--- src/rtl/omcf_pkg.sv ---
`timescale 1ns / 1ps
`default_nettype none

package omcf_pkg;

    // Sample and result widths (unsigned Q8.8 codes)
    localparam int SAMPLE_W = 16;
    localparam int OUT_W    = 17;
    localparam int OUT_TDATA_W = 24;

    // floor(x / 10) for x < 2^19 as (x * SUPP_MUL) >> SUPP_SHIFT
    localparam int                SUPP_X_W   = 19;
    localparam int                SUPP_SHIFT = 23;
    localparam int                SUPP_MUL_W = 20;
    localparam logic [SUPP_MUL_W-1:0] SUPP_MUL = 20'd838861;

    // Register map (word index taken from paddr[2])
    localparam logic REG_ENHANCE_ENABLE = 1'b0;

    // Control that travels with each beat down the pipeline
    typedef struct packed {
        logic                vld;
        logic                byp;
        logic [SAMPLE_W-1:0] smp;
    } t_beat_ctl;

endpackage

`default_nettype wire

--- src/rtl/omcf_median.sv ---
`timescale 1ns / 1ps
`default_nettype none

// Median of the window by rank counting: each entry's rank is the number of
// entries that sort ahead of it (ties broken by index), so ranks are unique.
module omcf_median
    import omcf_pkg::*;
#(
    parameter int WINDOW_LEN = 7
) (
    input  wire logic [WINDOW_LEN-1:0][SAMPLE_W-1:0] i_win,
    output logic      [SAMPLE_W-1:0]                 o_median
);

    localparam int RANK_W = $clog2(WINDOW_LEN);
    localparam logic [RANK_W-1:0] RANK_LO = RANK_W'((WINDOW_LEN - 1) / 2);
    localparam logic [RANK_W-1:0] RANK_HI = RANK_W'(WINDOW_LEN / 2);

    logic [WINDOW_LEN-1:0][RANK_W-1:0] rank;
    logic [SAMPLE_W-1:0]               mid_lo;
    logic [SAMPLE_W-1:0]               mid_hi;
    logic [SAMPLE_W:0]                 mid_sum;

    // rank of every entry, all in parallel
    always_comb begin
        for (int i = 0; i < WINDOW_LEN; i++) begin
            rank[i] = '0;
            for (int j = 0; j < WINDOW_LEN; j++) begin
                if (j != i) begin
                    if ((i_win[j] < i_win[i]) || ((i_win[j] == i_win[i]) && (j < i))) begin
                        rank[i] = rank[i] + RANK_W'(1);
                    end
                end
            end
        end
    end

    // pick the two middle entries; they coincide for an odd length
    always_comb begin
        mid_lo = '0;
        mid_hi = '0;
        for (int i = 0; i < WINDOW_LEN; i++) begin
            if (rank[i] == RANK_LO) mid_lo = mid_lo | i_win[i];
            if (rank[i] == RANK_HI) mid_hi = mid_hi | i_win[i];
        end
    end

    assign mid_sum  = {1'b0, mid_lo} + {1'b0, mid_hi};
    assign o_median = mid_sum[SAMPLE_W:1];

endmodule

`default_nettype wire

--- src/rtl/onset_median_contrast_filter.sv ---
`timescale 1ns / 1ps
`default_nettype none

// A result beat passes the stage 1, 2 and 3 registers and then the output register.
// Throughput: one beat per cycle; the pipeline stalls as a whole only while a
// result waits on m_axis_tready. Median is a parallel rank network, mean comes
// from a running window sum times a reciprocal.
// Reset (synchronous, active low) clears the window, its sum, the write index and
// the pipeline valids, and sets enhance_enable.
module onset_median_contrast_filter
    import omcf_pkg::*;
#(
    parameter int WINDOW_LEN = 7
) (
    input  wire logic                   i_clk,
    input  wire logic                   i_rst_n,
    // input stream
    input  wire logic                   s_axis_tvalid,
    output logic                        s_axis_tready,
    input  wire logic [SAMPLE_W-1:0]    s_axis_tdata,   // [15:0] onset_sample
    // output stream
    output logic                        m_axis_tvalid,
    input  wire logic                   m_axis_tready,
    output logic      [OUT_TDATA_W-1:0] m_axis_tdata,   // [16:0] enhanced_sample, rest zero
    // configuration
    input  wire logic                   psel,
    input  wire logic                   penable,
    input  wire logic                   pwrite,
    input  wire logic [2:0]             paddr,
    input  wire logic [31:0]            pwdata,
    output logic      [31:0]            prdata,
    output logic                        pready
);

    localparam int POS_W      = $clog2(WINDOW_LEN);
    localparam int SUM_W      = SAMPLE_W + $clog2(WINDOW_LEN);
    localparam int MEAN_SHIFT = SUM_W + $clog2(WINDOW_LEN);
    localparam int MEAN_MUL_W = SUM_W + 1;
    localparam logic [63:0] MEAN_MUL_FULL =
        ((64'd1 << MEAN_SHIFT) + 64'(WINDOW_LEN) - 64'd1) / 64'(WINDOW_LEN);
    localparam logic [MEAN_MUL_W-1:0] MEAN_MUL = MEAN_MUL_W'(MEAN_MUL_FULL);
    localparam logic [POS_W-1:0] POS_LAST = POS_W'(WINDOW_LEN - 1);

    // configuration register
    logic r_enable;
    logic cfg_wr;

    assign pready = 1'b1;
    assign cfg_wr = psel && penable && pwrite && pready && (paddr[2] == REG_ENHANCE_ENABLE);

    always_ff @(posedge i_clk) begin
        if (!i_rst_n) begin
            r_enable <= 1'b1;
        end else if (cfg_wr) begin
            r_enable <= pwdata[0];
        end
    end

    always_comb begin
        prdata = '0;
        if (paddr[2] == REG_ENHANCE_ENABLE) prdata[0] = r_enable;
    end

    // pipeline advance
    logic r_out_vld;
    logic adv;
    logic in_acc;

    assign adv           = !r_out_vld || m_axis_tready;
    assign s_axis_tready = adv;
    assign in_acc        = s_axis_tvalid && adv;

    // window, running sum and write index
    logic [SAMPLE_W-1:0] r_win [WINDOW_LEN];
    logic [SUM_W-1:0]    r_sum;
    logic [POS_W-1:0]    r_wpos;
    logic                win_wr;

    assign win_wr = in_acc && r_enable;

    always_ff @(posedge i_clk) begin
        if (!i_rst_n) begin
            for (int i = 0; i < WINDOW_LEN; i++) r_win[i] <= '0;
            r_sum  <= '0;
            r_wpos <= '0;
        end else if (win_wr) begin
            for (int i = 0; i < WINDOW_LEN; i++) begin
                if (r_wpos == POS_W'(i)) r_win[i] <= s_axis_tdata;
            end
            r_sum  <= r_sum + SUM_W'(s_axis_tdata) - SUM_W'(r_win[r_wpos]);
            r_wpos <= (r_wpos == POS_LAST) ? '0 : r_wpos + POS_W'(1);
        end
    end

    // stage 1: beat control alongside the updated window
    t_beat_ctl r_s1;

    always_ff @(posedge i_clk) begin
        if (!i_rst_n) begin
            r_s1.vld <= 1'b0;
        end else if (adv) begin
            r_s1.vld <= in_acc;
        end
        if (adv) begin
            r_s1.byp <= !r_enable;
            r_s1.smp <= s_axis_tdata;
        end
    end

    // stage 2: median and sum of the window
    logic [WINDOW_LEN-1:0][SAMPLE_W-1:0] win_flat;
    logic [SAMPLE_W-1:0]                 median;
    t_beat_ctl                           r_s2;
    logic [SAMPLE_W-1:0]                 r_s2_med;
    logic [SUM_W-1:0]                    r_s2_sum;

    always_comb begin
        for (int i = 0; i < WINDOW_LEN; i++) win_flat[i] = r_win[i];
    end

    omcf_median #(
        .WINDOW_LEN (WINDOW_LEN)
    ) u_median (
        .i_win    (win_flat),
        .o_median (median)
    );

    always_ff @(posedge i_clk) begin
        if (!i_rst_n) begin
            r_s2.vld <= 1'b0;
        end else if (adv) begin
            r_s2.vld <= r_s1.vld;
        end
        if (adv) begin
            r_s2.byp <= r_s1.byp;
            r_s2.smp <= r_s1.smp;
            r_s2_med <= median;
            r_s2_sum <= r_sum;
        end
    end

    // stage 3: mean = floor(sum / N), suppress = floor(7 * median / 10)
    logic [SUM_W+MEAN_MUL_W-1:0]      mean_prod;
    logic [SUPP_X_W-1:0]              med_x7;
    logic [SUPP_X_W+SUPP_MUL_W-1:0]   supp_prod;
    t_beat_ctl                        r_s3;
    logic [SAMPLE_W-1:0]              r_s3_med;
    logic [SAMPLE_W-1:0]              r_s3_mean;
    logic [SAMPLE_W-1:0]              r_s3_supp;

    assign mean_prod = (SUM_W+MEAN_MUL_W)'(r_s2_sum) * (SUM_W+MEAN_MUL_W)'(MEAN_MUL);
    assign med_x7    = {r_s2_med, 3'b000} - SUPP_X_W'(r_s2_med);
    assign supp_prod = (SUPP_X_W+SUPP_MUL_W)'(med_x7) * (SUPP_X_W+SUPP_MUL_W)'(SUPP_MUL);

    always_ff @(posedge i_clk) begin
        if (!i_rst_n) begin
            r_s3.vld <= 1'b0;
        end else if (adv) begin
            r_s3.vld <= r_s2.vld;
        end
        if (adv) begin
            r_s3.byp  <= r_s2.byp;
            r_s3.smp  <= r_s2.smp;
            r_s3_med  <= r_s2_med;
            r_s3_mean <= mean_prod[MEAN_SHIFT +: SAMPLE_W];
            r_s3_supp <= supp_prod[SUPP_SHIFT +: SAMPLE_W];
        end
    end

    // stage 4: boost or suppress, or pass the sample through
    logic [SAMPLE_W-1:0] diff;
    logic [SAMPLE_W+1:0] diff_x3;
    logic [OUT_W-1:0]    n_out;
    logic [OUT_W-1:0]    r_out;

    assign diff    = r_s3_med - r_s3_mean;
    assign diff_x3 = {1'b0, diff, 1'b0} + (SAMPLE_W+2)'(diff);

    always_comb begin
        if (r_s3.byp) begin
            n_out = OUT_W'(r_s3.smp);
        end else if (r_s3_med > r_s3_mean) begin
            n_out = OUT_W'(r_s3_mean) + diff_x3[SAMPLE_W+1:1];
        end else begin
            n_out = OUT_W'(r_s3_supp);
        end
    end

    always_ff @(posedge i_clk) begin
        if (!i_rst_n) begin
            r_out_vld <= 1'b0;
        end else if (adv) begin
            r_out_vld <= r_s3.vld;
        end
    end

    always_ff @(posedge i_clk) begin
        if (adv) begin
            r_out <= n_out;
        end
    end

    assign m_axis_tvalid = r_out_vld;
    assign m_axis_tdata  = {{(OUT_TDATA_W-OUT_W){1'b0}}, r_out};

endmodule

`default_nettype wire

--- config.mk ---
export PLATFORM = sky130hd
export DESIGN_NAME = onset_median_contrast_filter
export DESIGN_NICKNAME = d
export VERILOG_FILES = /design/src/rtl/omcf_pkg.sv /design/src/rtl/omcf_median.sv /design/src/rtl/onset_median_contrast_filter.sv
export SDC_FILE = /design/constraint.sdc
export NUM_CORES = 2
export LEC_CHECK = 0
export CAP_MARGIN = 20
export CORE_MARGIN = 2
export CORE_UTILIZATION = 32
export CTS_CLUSTER_SIZE = 8
export DETAILED_ROUTE_END_ITERATION = 16
export DONT_BUFFER_PORTS = 1
export GPL_TIMING_DRIVEN = 0
export PLACE_DENSITY = 0.57
export SYNTH_ARGS = -nofsm -noshare
export SYNTH_HDL_FRONTEND = slang
export SYNTH_SLANG_ARGS = --single-unit
--- constraint.sdc ---
create_clock -name i_clk -period 8.1 [get_ports i_clk]
set_input_delay 1.62 -clock i_clk [delete_from_list [all_inputs] [get_ports i_clk]]
set_output_delay 1.62 -clock i_clk [all_outputs]
set_load 0.05 [all_outputs]
==> summary.md <==
| Metric | Value |
|---|---|
| WHS Path Cells | `0` |
| GPL Wtd Cong | `0.9600` |
| WS Path Type | `reg2reg` |
| Final nets | `4635` |
| Most common cell after layout, fill and taps aside | `ha_1` |
| Share of layout cells above drive strength 1 | `0.08044` |
| Residual DRC | `0` |
| FF+latch count, synth | `293` |
| Worst rel slew slack | `0.2226` |
| Max Clock Skew | `0.04054 ns` |
| DR WL/cell | `19.67 µm` |
| Starting Density | `0.3223` |
| Via count | `between 20k and 30k` |
| Fin. max-slew vios | `0` |
| Syn. warnings | `0` |
| Area Growth Syn to Fin | `11.50%` |
| Initial antenna violation count | `6` |
| Synth Flop Type | `edfxtp_1` |
| Final setup viols | `0` |
| Post-Synthesis Cells | `roughly 3.5k` |
| Remaining antenna violation count | `0` |
| Total congestion overflow | `0` |
| Crit-path max FO | `3` |
| Sequential area share after synthesis | `0.2463` |
| CP Launch Type | `flop` |
| Avg Cell Area, Syn | `a little under 10 µm²` |
| Fmax | `0.1252 GHz` |
| Number of buffers created by CTS | `43` |
| CTS tree | `built` |
| DIE WIDTH | `332.4 µm` |
| Hold Path Class | `reg2reg` |
| Slowest stage delay, CP | `roughly 0.60 ns` |
| GRT Overall Usage | `0.1794` |
| Buffers added on ports | `0` |
| Mapped Area | `34510 µm²` |
| R2R Path Start | `r_s2_med[0]` |
| Largest net degree at the start of global routing | `108` |
| Clk_lat worst skew | `0.58 ns` |
| Reg clk slew, reported paths | `0.07 ns` |
| Max Cap Violations | `0` |
| R2r worst-path depth | `34` |
| CTS max path bufs | `3` |
| Pre-Repair DR Iteration Count | `6` |
| Core area | `107100 µm²` |
| Die Y | `332.4 µm` |
| Clk root buf | `clkbuf_16` |
| Worst-Margin Slew | `1.162 ns` |
| EDFF count, synth | `263` |
| CP Capture Type | `flop` |
| RSZ-0062 raised after global routing | `true` |
| Vias in the first global route | `25.21k` |
| Worst Path Arrival | `8.27 ns` |
| First-pass GRT wire length | `roughly 150000 µm` |
| Final Hold Fails | `0` |
| Post-synthesis cell type count | `91` |
| Beginning of the worst hold path | `r_s2[4]` |
| Vias per cell | `5.061` |
| Async SR Flop Fraction | `0` |
| Crit path launch | `r_s2_med[0]` |
| Diodes inserted | `0` |
| Final wirelength | `about 100000 µm` |
| Boundary Pins | `117` |
| FP Rows | `120` |
| WP data required | `8.38 ns` |
| Die area | `110500 µm²` |
| Clock Sinks | `~290` |
| Final Critical Period | `7.990 ns` |
| Most frequent cells in the layout | `712 x ha_1, 595 x inv_1, 263 x edfxtp_1, 213 x nor2_1, 212 x nand2_1` |
| Status | `finished clean` |
| R2R setup slack | `between 0.1 and 0.15 ns` |
| DR iter-0 viols | `1810` |
| Fin crit share | `0.9864` |
| Post-Route Utilization | `0.3594` |
| Critical-path top delay cell | `fa_2` |
| Fill cell count | `around 11k` |
| H-tree levels | `2` |
| Half-perimeter wire length after placement | `83230 µm` |
-- registers in the layout, indices dropped and copies added, names as in the netlist, named ones only --
register       count
m_axis_tvalid      1
r_enable           1
r_out             17
r_s1              18
r_s2              18
r_s2_med          16
r_s2_sum          19
r_s3              18
r_s3_mean         16
r_s3_med          16
r_s3_supp         16
r_sum             19
r_win            112
r_wpos             3
-- per-stage QoR --
step                hold slack, ns  setup slack, ns  instances  area, µm²  setup TNS (ns)
finish                      0.3980           0.1100       5095      38480               0
global placement            0.4011           -1.420       4980      36400          -17.36
detailed placement          0.4045           -1.539       4982      36470          -12.94
floorplan                   0.4003          0.07121       3577      34650               0
CTS                         0.3969         0.006380       5076      38090               0
global route                0.4126          -0.2132       5095      38480         -0.6621
-- worst max-delay path, delay by kind of cell (launching register included) --
| kind | cells | cell delay (ns) |
|---|---|---|
| AO/OA/AOI/OAI | 13 | 2.26 |
| XOR/XNOR | 1 | 0.18 |
| adder cells (fa/ha/maj) | 8 | 3.14 |
| buffers and inverters | 6 | 0.41 |
| flip-flops | 1 | 0.50 |
| AND/OR/NAND/NOR | 6 | 1.22 |
-- cell usage after synthesis, drive strengths merged, types with 20 or more instances --
cell / number / area (µm²)
dfxtp: 30 / 600.6
buf: 56 / 386.6
nor2: 216 / 827.0
o21ai: 141 / 705.7
a21oi: 182 / 925.9
ha: 726 / 9084
clkbuf: 29 / 108.9
mux2: 23 / 259.0
xnor2: 91 / 812.0
edfxtp: 263 / 7898
a221o: 20 / 200.2
inv: 605 / 2271
a211oi: 46 / 400.4
mux2i: 40 / 400.4
xor2: 47 / 419.2
and3: 21 / 131.4
nand3: 79 / 395.4
nand2b: 21 / 131.4
and2: 39 / 244.0
o2111ai: 22 / 192.7
fa: 185 / 3704
nand4: 64 / 400.4
nor3: 38 / 206.5
nand2: 213 / 799.5
nor2b: 33 / 206.5
a21o: 58 / 435.4
o21a: 37 / 277.8
-- cells by family after synthesis --
logic type | count (synthesis) | share of synthesized area
xor+xnor | 146 | 0.04104
simple gates | 776 | 0.1082
other cells | 2 | 0.0002176
flops | 293 | 0.2463
compound gates | 643 | 0.1240
buf+inv | 690 | 0.08017
mux | 79 | 0.02955
fa+ha+maj | 911 | 0.3706
-- final timing paths --
path | endpoint
worst max-delay path | r_s3_supp[15]
worst min-delay path | r_s3[4]
worst max register to register | r_s3_supp[15]
worst min register to register | r_s3[4]
-- metal layers --
metal,share of wire,up-vias,global-route usage,wire length [µm]
li1,-,12610,-,-
met1,0.46,12410,0.2445,45810
met2,0.47,639,0.3039,46980
met3,0.052,134,0.02420,5228
met4,0.022,0,0.03511,2186
met5,0,-,0,0
-- repair_timing --
action                                  4_1_cts  5_1_grt
buffers inserted                             23       18
hold buffers                                  0        0
resized for setup                            38       55
endpoints found under the setup margin       14       10
pin swaps                                    19       38
-- area by class of cell --
class                   count  area [µm²]  share of cell area
multi-input cells        2594       23800              0.6187
flip-flops and latches    293        8498              0.2209
inverters                 605        2273             0.05909
well taps                1403        1755             0.04562
clock buffers              65        1159             0.03011
plain buffers              85       505.5             0.01314
repair buffers             44       361.6            0.009398
clock inverters             6       118.9            0.003089
Power is not shown: default switching activity piles up to over one toggle a cycle in this logic, so the estimate is an artifact.
